### src/rtl/core/sss_pkg.sv
// shared types and constants of the servo speed sequencer
`default_nettype none

package sss_pkg;

  // widths of the register write port and of the integrator
  localparam int unsigned CfgIdxW  = 3;
  localparam int unsigned CfgDataW = 47;
  localparam int unsigned IntegW   = 48;

  // operating modes, coded as seen on machine_state
  typedef enum logic [2:0] {
    MODE_IDLE    = 3'd0,
    MODE_POWERON = 3'd1,
    MODE_INIT    = 3'd2,
    MODE_RAMPING = 3'd3,
    MODE_STEADY  = 3'd4,
    MODE_DECEL   = 3'd5,
    MODE_FAULT   = 3'd6,
    MODE_ESTOP   = 3'd7
  } mode_e;

  // request command codes
  typedef enum logic [2:0] {
    CMD_TICK         = 3'd0,
    CMD_POWER_ON     = 3'd1,
    CMD_SET_TARGET   = 3'd2,
    CMD_DECELERATE   = 3'd3,
    CMD_ESTOP        = 3'd4,
    CMD_CLEAR_FAULT  = 3'd5,
    CMD_INJECT_FAULT = 3'd6
  } cmd_e;

  // register indexes of the write port
  typedef enum logic [2:0] {
    CFG_SPEED_KP        = 3'd0,
    CFG_KI_TIMES_PERIOD = 3'd1,
    CFG_INTEG_LIMIT     = 3'd2,
    CFG_CURRENT_LIMIT   = 3'd3,
    CFG_RAMP_STEP       = 3'd4,
    CFG_POWERON_TICKS   = 3'd5,
    CFG_SETTLE_BAND     = 3'd6,
    CFG_STOP_SPEED      = 3'd7
  } cfg_idx_e;

  // what happens to the current command for one request
  typedef enum logic [1:0] {
    ACT_HOLD = 2'd0,
    ACT_ZERO = 2'd1,
    ACT_PI   = 2'd2
  } act_e;

  // register reset values
  localparam logic [31:0] SpeedKpRst       = 32'd3277;
  localparam logic [31:0] KiTimesPeriodRst = 32'd858993;
  localparam logic [46:0] IntegLimitRst    = 47'd13107200000;
  localparam logic [30:0] CurrentLimitRst  = 31'd983040;
  localparam logic [30:0] RampStepRst      = 31'd655;
  localparam logic [31:0] PoweronTicksRst  = 32'd500;
  localparam logic [30:0] SettleBandRst    = 31'd65536;
  localparam logic [30:0] StopSpeedRst     = 31'd65536;

  // configuration registers
  typedef struct packed {
    logic [31:0] speed_kp;
    logic [31:0] ki_times_period;
    logic [46:0] integ_limit;
    logic [30:0] current_limit;
    logic [30:0] ramp_step;
    logic [31:0] poweron_ticks;
    logic [30:0] settle_band;
    logic [30:0] stop_speed;
  } cfg_t;

  // one request as held in the input register
  typedef struct packed {
    logic [2:0]         cmd;
    logic signed [31:0] target_speed;
    logic signed [31:0] measured_speed;
    logic signed [31:0] measured_current;
  } item_t;

  // sequencing stage to multiply stage
  typedef struct packed {
    mode_e                    mode;
    logic signed [31:0]       ramp;
    act_e                     act;
    logic signed [32:0]       err;
    logic signed [IntegW-1:0] integ;
  } seq_out_t;

  // multiply stage to combine stage
  typedef struct packed {
    mode_e              mode;
    logic signed [31:0] ramp;
    act_e               act;
    logic               err_neg;
    logic               integ_neg;
    logic [64:0]        p_prod;
    logic [63:0]        i_lo_prod;
    logic [46:0]        i_hi_prod;
  } mul_out_t;

  // one result
  typedef struct packed {
    mode_e              mode;
    logic signed [31:0] current_command;
    logic signed [31:0] ramp_reference;
  } res_t;

endpackage

`default_nettype wire

### src/rtl/core/sss_seq.sv
// sequencing stage: mode machine, ramp, tick count and integrator update
`default_nettype none

module sss_seq (
  input  wire logic             clk_i,
  input  wire logic             rst_ni,
  input  wire sss_pkg::cfg_t    cfg_i,
  input  wire logic             in_valid_i,
  output logic                  in_ready_o,
  input  wire sss_pkg::item_t   in_item_i,
  output logic                  out_valid_o,
  input  wire logic             out_ready_i,
  output sss_pkg::seq_out_t     out_data_o
);

  sss_pkg::mode_e     mode_q, mode_d;
  logic signed [31:0] target_q, target_d;
  logic signed [31:0] ramp_q, ramp_d;
  logic signed [sss_pkg::IntegW-1:0] integ_q, integ_d;
  logic [31:0]        tick_q, tick_d, tick_inc;
  logic               out_valid_q, out_valid_d;
  sss_pkg::seq_out_t  out_data_q;
  sss_pkg::act_e      act;
  logic               fire;

  logic [32:0]        cur_mag, diff_mag, settle_mag, step33;
  logic signed [32:0] cur_ext, diff, ramp_sum, settle_diff, ramp_dec, err;
  logic signed [31:0] ramp_ramp, ramp_decel, pi_ref;
  logic               over_cur, settled, stopped, diff_pos;
  logic signed [sss_pkg::IntegW:0] integ_sum, lim_pos, lim_neg;
  logic signed [sss_pkg::IntegW-1:0] integ_pi;

  // handshake: take a request whenever the output register frees up
  assign in_ready_o  = !out_valid_q || out_ready_i;
  assign fire        = in_valid_i && in_ready_o;
  assign out_valid_o = out_valid_q;
  assign out_data_o  = out_data_q;

  // datapath shared by the tick cases
  always_comb begin
    tick_inc = (tick_q != 32'hFFFF_FFFF) ? tick_q + 32'd1 : tick_q;
    step33   = {2'b00, cfg_i.ramp_step};

    // over-current check on the magnitude of the sensed current
    cur_ext  = {in_item_i.measured_current[31], in_item_i.measured_current};
    cur_mag  = cur_ext[32] ? 33'(-cur_ext) : 33'(cur_ext);
    over_cur = (mode_q != sss_pkg::MODE_FAULT) && (mode_q != sss_pkg::MODE_ESTOP) &&
               (cur_mag > {2'b00, cfg_i.current_limit});

    // slew-limited step toward the target
    diff     = {target_q[31], target_q} - {ramp_q[31], ramp_q};
    diff_mag = diff[32] ? 33'(-diff) : 33'(diff);
    diff_pos = !diff[32] && (diff != 33'sd0);
    ramp_sum = {ramp_q[31], ramp_q} + (diff_pos ? $signed(step33) : -$signed(step33));
    ramp_ramp = (diff_mag < step33) ? target_q : ramp_sum[31:0];

    settle_diff = {ramp_ramp[31], ramp_ramp} - {target_q[31], target_q};
    settle_mag  = settle_diff[32] ? 33'(-settle_diff) : 33'(settle_diff);
    settled     = settle_mag < {2'b00, cfg_i.settle_band};

    // deceleration floors at zero
    ramp_dec   = {ramp_q[31], ramp_q} - $signed(step33);
    ramp_decel = ramp_dec[32] ? 32'sd0 : ramp_dec[31:0];
    stopped    = in_item_i.measured_speed < $signed({1'b0, cfg_i.stop_speed});

    // speed error and clamped integrator
    unique case (mode_q)
      sss_pkg::MODE_RAMPING: pi_ref = ramp_ramp;
      sss_pkg::MODE_DECEL:   pi_ref = ramp_decel;
      default:               pi_ref = target_q;
    endcase
    err       = {pi_ref[31], pi_ref} -
                {in_item_i.measured_speed[31], in_item_i.measured_speed};
    integ_sum = {integ_q[sss_pkg::IntegW-1], integ_q} +
                {{(sss_pkg::IntegW-32){err[32]}}, err};
    lim_pos   = {2'b00, cfg_i.integ_limit};
    lim_neg   = -lim_pos;
    if (integ_sum > lim_pos) begin
      integ_pi = lim_pos[sss_pkg::IntegW-1:0];
    end else if (integ_sum < lim_neg) begin
      integ_pi = lim_neg[sss_pkg::IntegW-1:0];
    end else begin
      integ_pi = integ_sum[sss_pkg::IntegW-1:0];
    end
  end

  // next state per command
  always_comb begin
    mode_d   = mode_q;
    target_d = target_q;
    ramp_d   = ramp_q;
    integ_d  = integ_q;
    tick_d   = tick_q;
    act      = sss_pkg::ACT_HOLD;
    unique case (sss_pkg::cmd_e'(in_item_i.cmd))
      sss_pkg::CMD_TICK: begin
        tick_d = tick_inc;
        if (over_cur) begin
          mode_d  = sss_pkg::MODE_FAULT;
          integ_d = '0;
          act     = sss_pkg::ACT_ZERO;
        end else begin
          unique case (mode_q)
            sss_pkg::MODE_POWERON: begin
              if (tick_inc > cfg_i.poweron_ticks) mode_d = sss_pkg::MODE_INIT;
            end
            sss_pkg::MODE_INIT: begin
              integ_d = '0;
              mode_d  = sss_pkg::MODE_IDLE;
            end
            sss_pkg::MODE_RAMPING: begin
              ramp_d  = ramp_ramp;
              integ_d = integ_pi;
              act     = sss_pkg::ACT_PI;
              if (settled) mode_d = sss_pkg::MODE_STEADY;
            end
            sss_pkg::MODE_STEADY: begin
              integ_d = integ_pi;
              act     = sss_pkg::ACT_PI;
            end
            sss_pkg::MODE_DECEL: begin
              ramp_d  = ramp_decel;
              integ_d = integ_pi;
              act     = sss_pkg::ACT_PI;
              if (stopped) begin
                mode_d = sss_pkg::MODE_IDLE;
                ramp_d = '0;
              end
            end
            default: begin
            end
          endcase
        end
      end
      sss_pkg::CMD_POWER_ON: begin
        if (mode_q == sss_pkg::MODE_IDLE) mode_d = sss_pkg::MODE_POWERON;
      end
      sss_pkg::CMD_SET_TARGET: begin
        target_d = in_item_i.target_speed;
        if (mode_q == sss_pkg::MODE_IDLE || mode_q == sss_pkg::MODE_STEADY ||
            mode_q == sss_pkg::MODE_POWERON || mode_q == sss_pkg::MODE_INIT) begin
          mode_d = sss_pkg::MODE_RAMPING;
        end
      end
      sss_pkg::CMD_DECELERATE: begin
        if (mode_q == sss_pkg::MODE_STEADY || mode_q == sss_pkg::MODE_RAMPING) begin
          target_d = '0;
          mode_d   = sss_pkg::MODE_DECEL;
        end
      end
      sss_pkg::CMD_ESTOP: begin
        mode_d  = sss_pkg::MODE_ESTOP;
        integ_d = '0;
        act     = sss_pkg::ACT_ZERO;
      end
      sss_pkg::CMD_CLEAR_FAULT: begin
        if (mode_q == sss_pkg::MODE_FAULT) begin
          integ_d = '0;
          ramp_d  = '0;
          mode_d  = sss_pkg::MODE_IDLE;
        end
      end
      sss_pkg::CMD_INJECT_FAULT: begin
        mode_d  = sss_pkg::MODE_FAULT;
        integ_d = '0;
      end
      default: begin
      end
    endcase
  end

  // output register valid
  always_comb begin
    if (fire) begin
      out_valid_d = 1'b1;
    end else if (out_ready_i) begin
      out_valid_d = 1'b0;
    end else begin
      out_valid_d = out_valid_q;
    end
  end

  // state registers
  always_ff @(posedge clk_i or negedge rst_ni) begin
    if (!rst_ni) begin
      mode_q      <= sss_pkg::MODE_IDLE;
      target_q    <= '0;
      ramp_q      <= '0;
      integ_q     <= '0;
      tick_q      <= '0;
      out_valid_q <= 1'b0;
    end else begin
      out_valid_q <= out_valid_d;
      if (fire) begin
        mode_q   <= mode_d;
        target_q <= target_d;
        ramp_q   <= ramp_d;
        integ_q  <= integ_d;
        tick_q   <= tick_d;
      end
    end
  end

  // stage payload
  always_ff @(posedge clk_i) begin
    if (fire) begin
      out_data_q.mode  <= mode_d;
      out_data_q.ramp  <= ramp_d;
      out_data_q.act   <= act;
      out_data_q.err   <= err;
      out_data_q.integ <= integ_pi;
    end
  end

endmodule

`default_nettype wire

### config.mk
export PLATFORM = sky130hd
export DESIGN_NAME = sss_seq
export DESIGN_NICKNAME = d
export VERILOG_FILES = /design/src/rtl/core/sss_pkg.sv /design/src/rtl/core/sss_seq.sv
export SDC_FILE = /design/constraint.sdc
export NUM_CORES = 2
export LEC_CHECK = 0
export ABC_AREA = 0
export BUFFER_PORTS_ARGS = -buffer_cell sky130_fd_sc_hd__buf_2
export CAP_MARGIN = 5
export CORE_MARGIN = 4
export CORE_UTILIZATION = 54
export CTS_CLUSTER_DIAMETER = 30
export DETAILED_ROUTE_END_ITERATION = 8
export PLACE_DENSITY = 0.79
export SETUP_SLACK_MARGIN = 0.1
export SYNTH_ARGS = -nofsm -noshare
export SYNTH_HDL_FRONTEND = slang
export SYNTH_SLANG_ARGS = --single-unit
### constraint.sdc
create_clock -name clk_i -period 14.1 [get_ports clk_i]
set_input_delay 0 -clock clk_i [delete_from_list [all_inputs] [get_ports clk_i]]
set_output_delay 0 -clock clk_i [all_outputs]
set_load 0.02 [all_outputs]
==> results.yml <==
routing:
  ant_nets: 0
  viasPerCell: 6.48
  routed_wl_mm: 145
  wl_per_cell_um: 23.4
  drt_iter0_drc: 4811
  drc: 0
  vias: 40100
  firstDrtPassIters: 9
sta:
  fmax_mhz: 69.6
  tightestPinTransition_ns: 1.25
  holdWs_ns: 0.0598
  period_share: 1.02
  setup_viol: 83
  slew_headroom: 0.169
  fin_worst_skew_ns: 0.0387
  finalSetupTns_ns: -7.46
  hold_violations: 0
  slew_viol_final: 0
  rsz0062_at_grt: "true"
  setup_ws_ns: -0.273
  period_minus_slack_ns: 14.37
die:
  die_w_um: 260
  die_y_um: 260
  coreArea_sq_um: 63100
  row_count: 92
  num_io_pins: 490
  die_area_sq_um: 67700
  initial_core_util: 0.545
hold_path:
  hold_class: "input port to flip-flop"
worst_setup_path:
  r2r-end: "out_data_o[10]$_DFFE_PP_"
  r2r_slack_ns: -0.27
  setup.worst_path.start_class: "flip-flop"
  cp-end-kind: "flip-flop"
  endpoint: "out_data_o[10]$_DFFE_PP_"
  reg2regPathDepth: 74
  worstPathArrival_ns: 14.71
  critPathKind: "flip-flop to flip-flop"
  crit_slowest_cell: "dfrtp_1"
  worst-path-max-fanout: 15
  required_ns: 14.44
  path_common_cell: "buf_4"
  startpoint: "target_q[3]$_DFFE_PN0P_"
  r2r-start: "target_q[3]$_DFFE_PN0P_"
  critical_path.max_stage_delay_ns: 0.40
synth:
  ys.flop_type: "dfrtp_1"
  netlist.area_leader.share: 0.167
  synth_cell_type_count: 98
  ys_seq_area_frac: 0.211
  syn_inst: 4305
  synth_edf_count: 118
  synth_nets: 5140
  avgSynthCellArea_sq_um: 7.98
  ys_top_cells_by_area: "ha_1 (17%), dfrtp_1 (11%), edfxtp_1 (10%), xnor2_1 (7.4%), a21oi_1 (4.4%)"
  synthArstFlopShare: 0.556
  yosys.area.top_type: "ha_1"
  netlist_area_sq_um: 34400
  yosys_warnings: 0
  ys_ff_latch: 266
  synth_common_cells: "ha_1 (459), inv_1 (388), nand2_1 (335)"
  synth_most_common_cell: "ha_1"
clock_tree:
  cts_buffers: 79
  cts_tree: "yes"
  clk_path_buf_depth: 3
  clock_latency_ns: 0.64
  path_clk_slew_ns: 0.05
  h-tree-depth: 3
  cts_root_buffer: "clkbuf_16"
  cts.sinks: 266
run:
  drv_cap: 0
finish:
  areaGrowthSynthToFinish_pct: 34.6
  fin_util: 0.733
  fin_cells: 6194
  layout.nets: 6105
  fillers: 4517
  drive_above_1_share: 0.256
global_route:
  antenna_found_initial: 16
  track_usage: 0.378
  grt_pass1_wl_mm: 202
  grt_pass1_vias: 36700
  overflow: 0
  grt_max_degree: 89
place:
  port_buffers: 425
  dp_hpwl_mm: 104
  dp_cells: 5880
  gp_congestion: 1.03
outcome:
  outcome: "finished with violations"
  violations: "setup timing"
[metrics by stage]
stage               instance area, sq um  setup WS [ns]
finish                             46200         -0.273
global route                       46200         -0.740
CTS                                44400         0.0965
detailed placement                 40400         -0.560
global placement                   40400         -0.316
floorplan                          34400          0.124
[how the worst min path moves through the flow]
stage	start	to	slack, ns	depth (start not counted)
floorplan	rst_ni	integ_q[0]$_DFFE_PN0P_	-0.30	0
global placement	rst_ni	integ_q[33]$_DFFE_PN0P_	0.17	1
detailed placement	rst_ni	integ_q[33]$_DFFE_PN0P_	0.18	1
CTS	cfg_i[165]	integ_q[9]$_DFFE_PN0P_	0.01	5
global route	in_item_i[33]	out_data_o[49]$_DFFE_PP_	0.04	3
finish	in_item_i[33]	out_data_o[49]$_DFFE_PP_	0.06	3
[flip-flops by register name, indices dropped and copies added (netlist names)]
| register | count |
|---|---|
| integ_q | 48 |
| mode_q | 3 |
| out_data_o | 118 |
| out_valid_o | 1 |
| ramp_q | 32 |
| target_q | 32 |
| tick_q | 32 |
[worst max-delay path, delay by kind of cell (launching register included)]
kind                       cells  cell delay (ns)
xor gates and xnor gates       2             0.44
DFF                            1             0.40
AOI/OAI and AO/OA             30             6.06
buffers and inverters         18             2.93
adders and majority gates      6             1.54
and+or+nand+nor               18             2.65
[cell usage in the layout, fill, tap and decap left out, drive strengths merged, types with 24 or more instances in the layout]
master       netlist  routed
and3              59      59
dlygate4sd3        0      88
nor2             277     277
a211oi            43      43
and2              32      32
o31ai             59      59
o21ai            277     277
nand2            335     335
xnor2            291     291
nand3            140     140
clkbuf           116      98
nor3             116     116
nand4             71      71
nor2b             55      55
a21o             195     195
nor4              32      32
dfrtp            148     148
inv              388     392
ha               459     459
mux2              43      43
a21oi            303     303
edfxtp           118     118
or2               24      24
or3               37      37
or4               24      24
o21a              53      53
xor2              76      76
o211ai            37      37
a31oi             35      35
nand2b            49      49
buf               20     927
a22o              48      48
mux2i             27      27
clkinv             2      40
[cell families after synthesis]
kind of cell | synth area share
mux | 0.0220
flops | 0.211
buf+inv | 0.0592
xor+xnor | 0.0949
simple gates | 0.186
fa+ha+maj | 0.171
compound gates | 0.256
[final cells by class]
cell class              instances  area, sq um  share of cell area
clock inverters                55          623              0.0135
repair buffers               1020         7230               0.156
diodes                         11         27.5            0.000595
well taps                     846         1060              0.0229
clock buffers                  93         2120              0.0459
flip-flops and latches        266         7250               0.157
multi-input cells            3513        26400               0.572
inverters                     390         1470              0.0319
[repair_timing]
| item | 4_1_cts | 5_1_grt |
|---|---|---|
| pin swaps | 25 | 116 |
| setup endpoints to repair | 96 | 96 |
| hold endpoints to repair | 217 | 0 |
| hold buffers | 88 | 0 |
| buffers inserted | 13 | 49 |
| gates resized for setup | 57 | 277 |
| cloned | 2 | 5 |
[layer usage]
layer  global-route usage  part of all wire
met5                    0           0.00035
met4                0.215             0.076
met3               0.0847              0.12
met2                0.581              0.42
met1                0.489              0.38
Power is left out: the tool's default activity adds up to more than one toggle a clock period on the data nets, which glitch-free logic cannot reach.
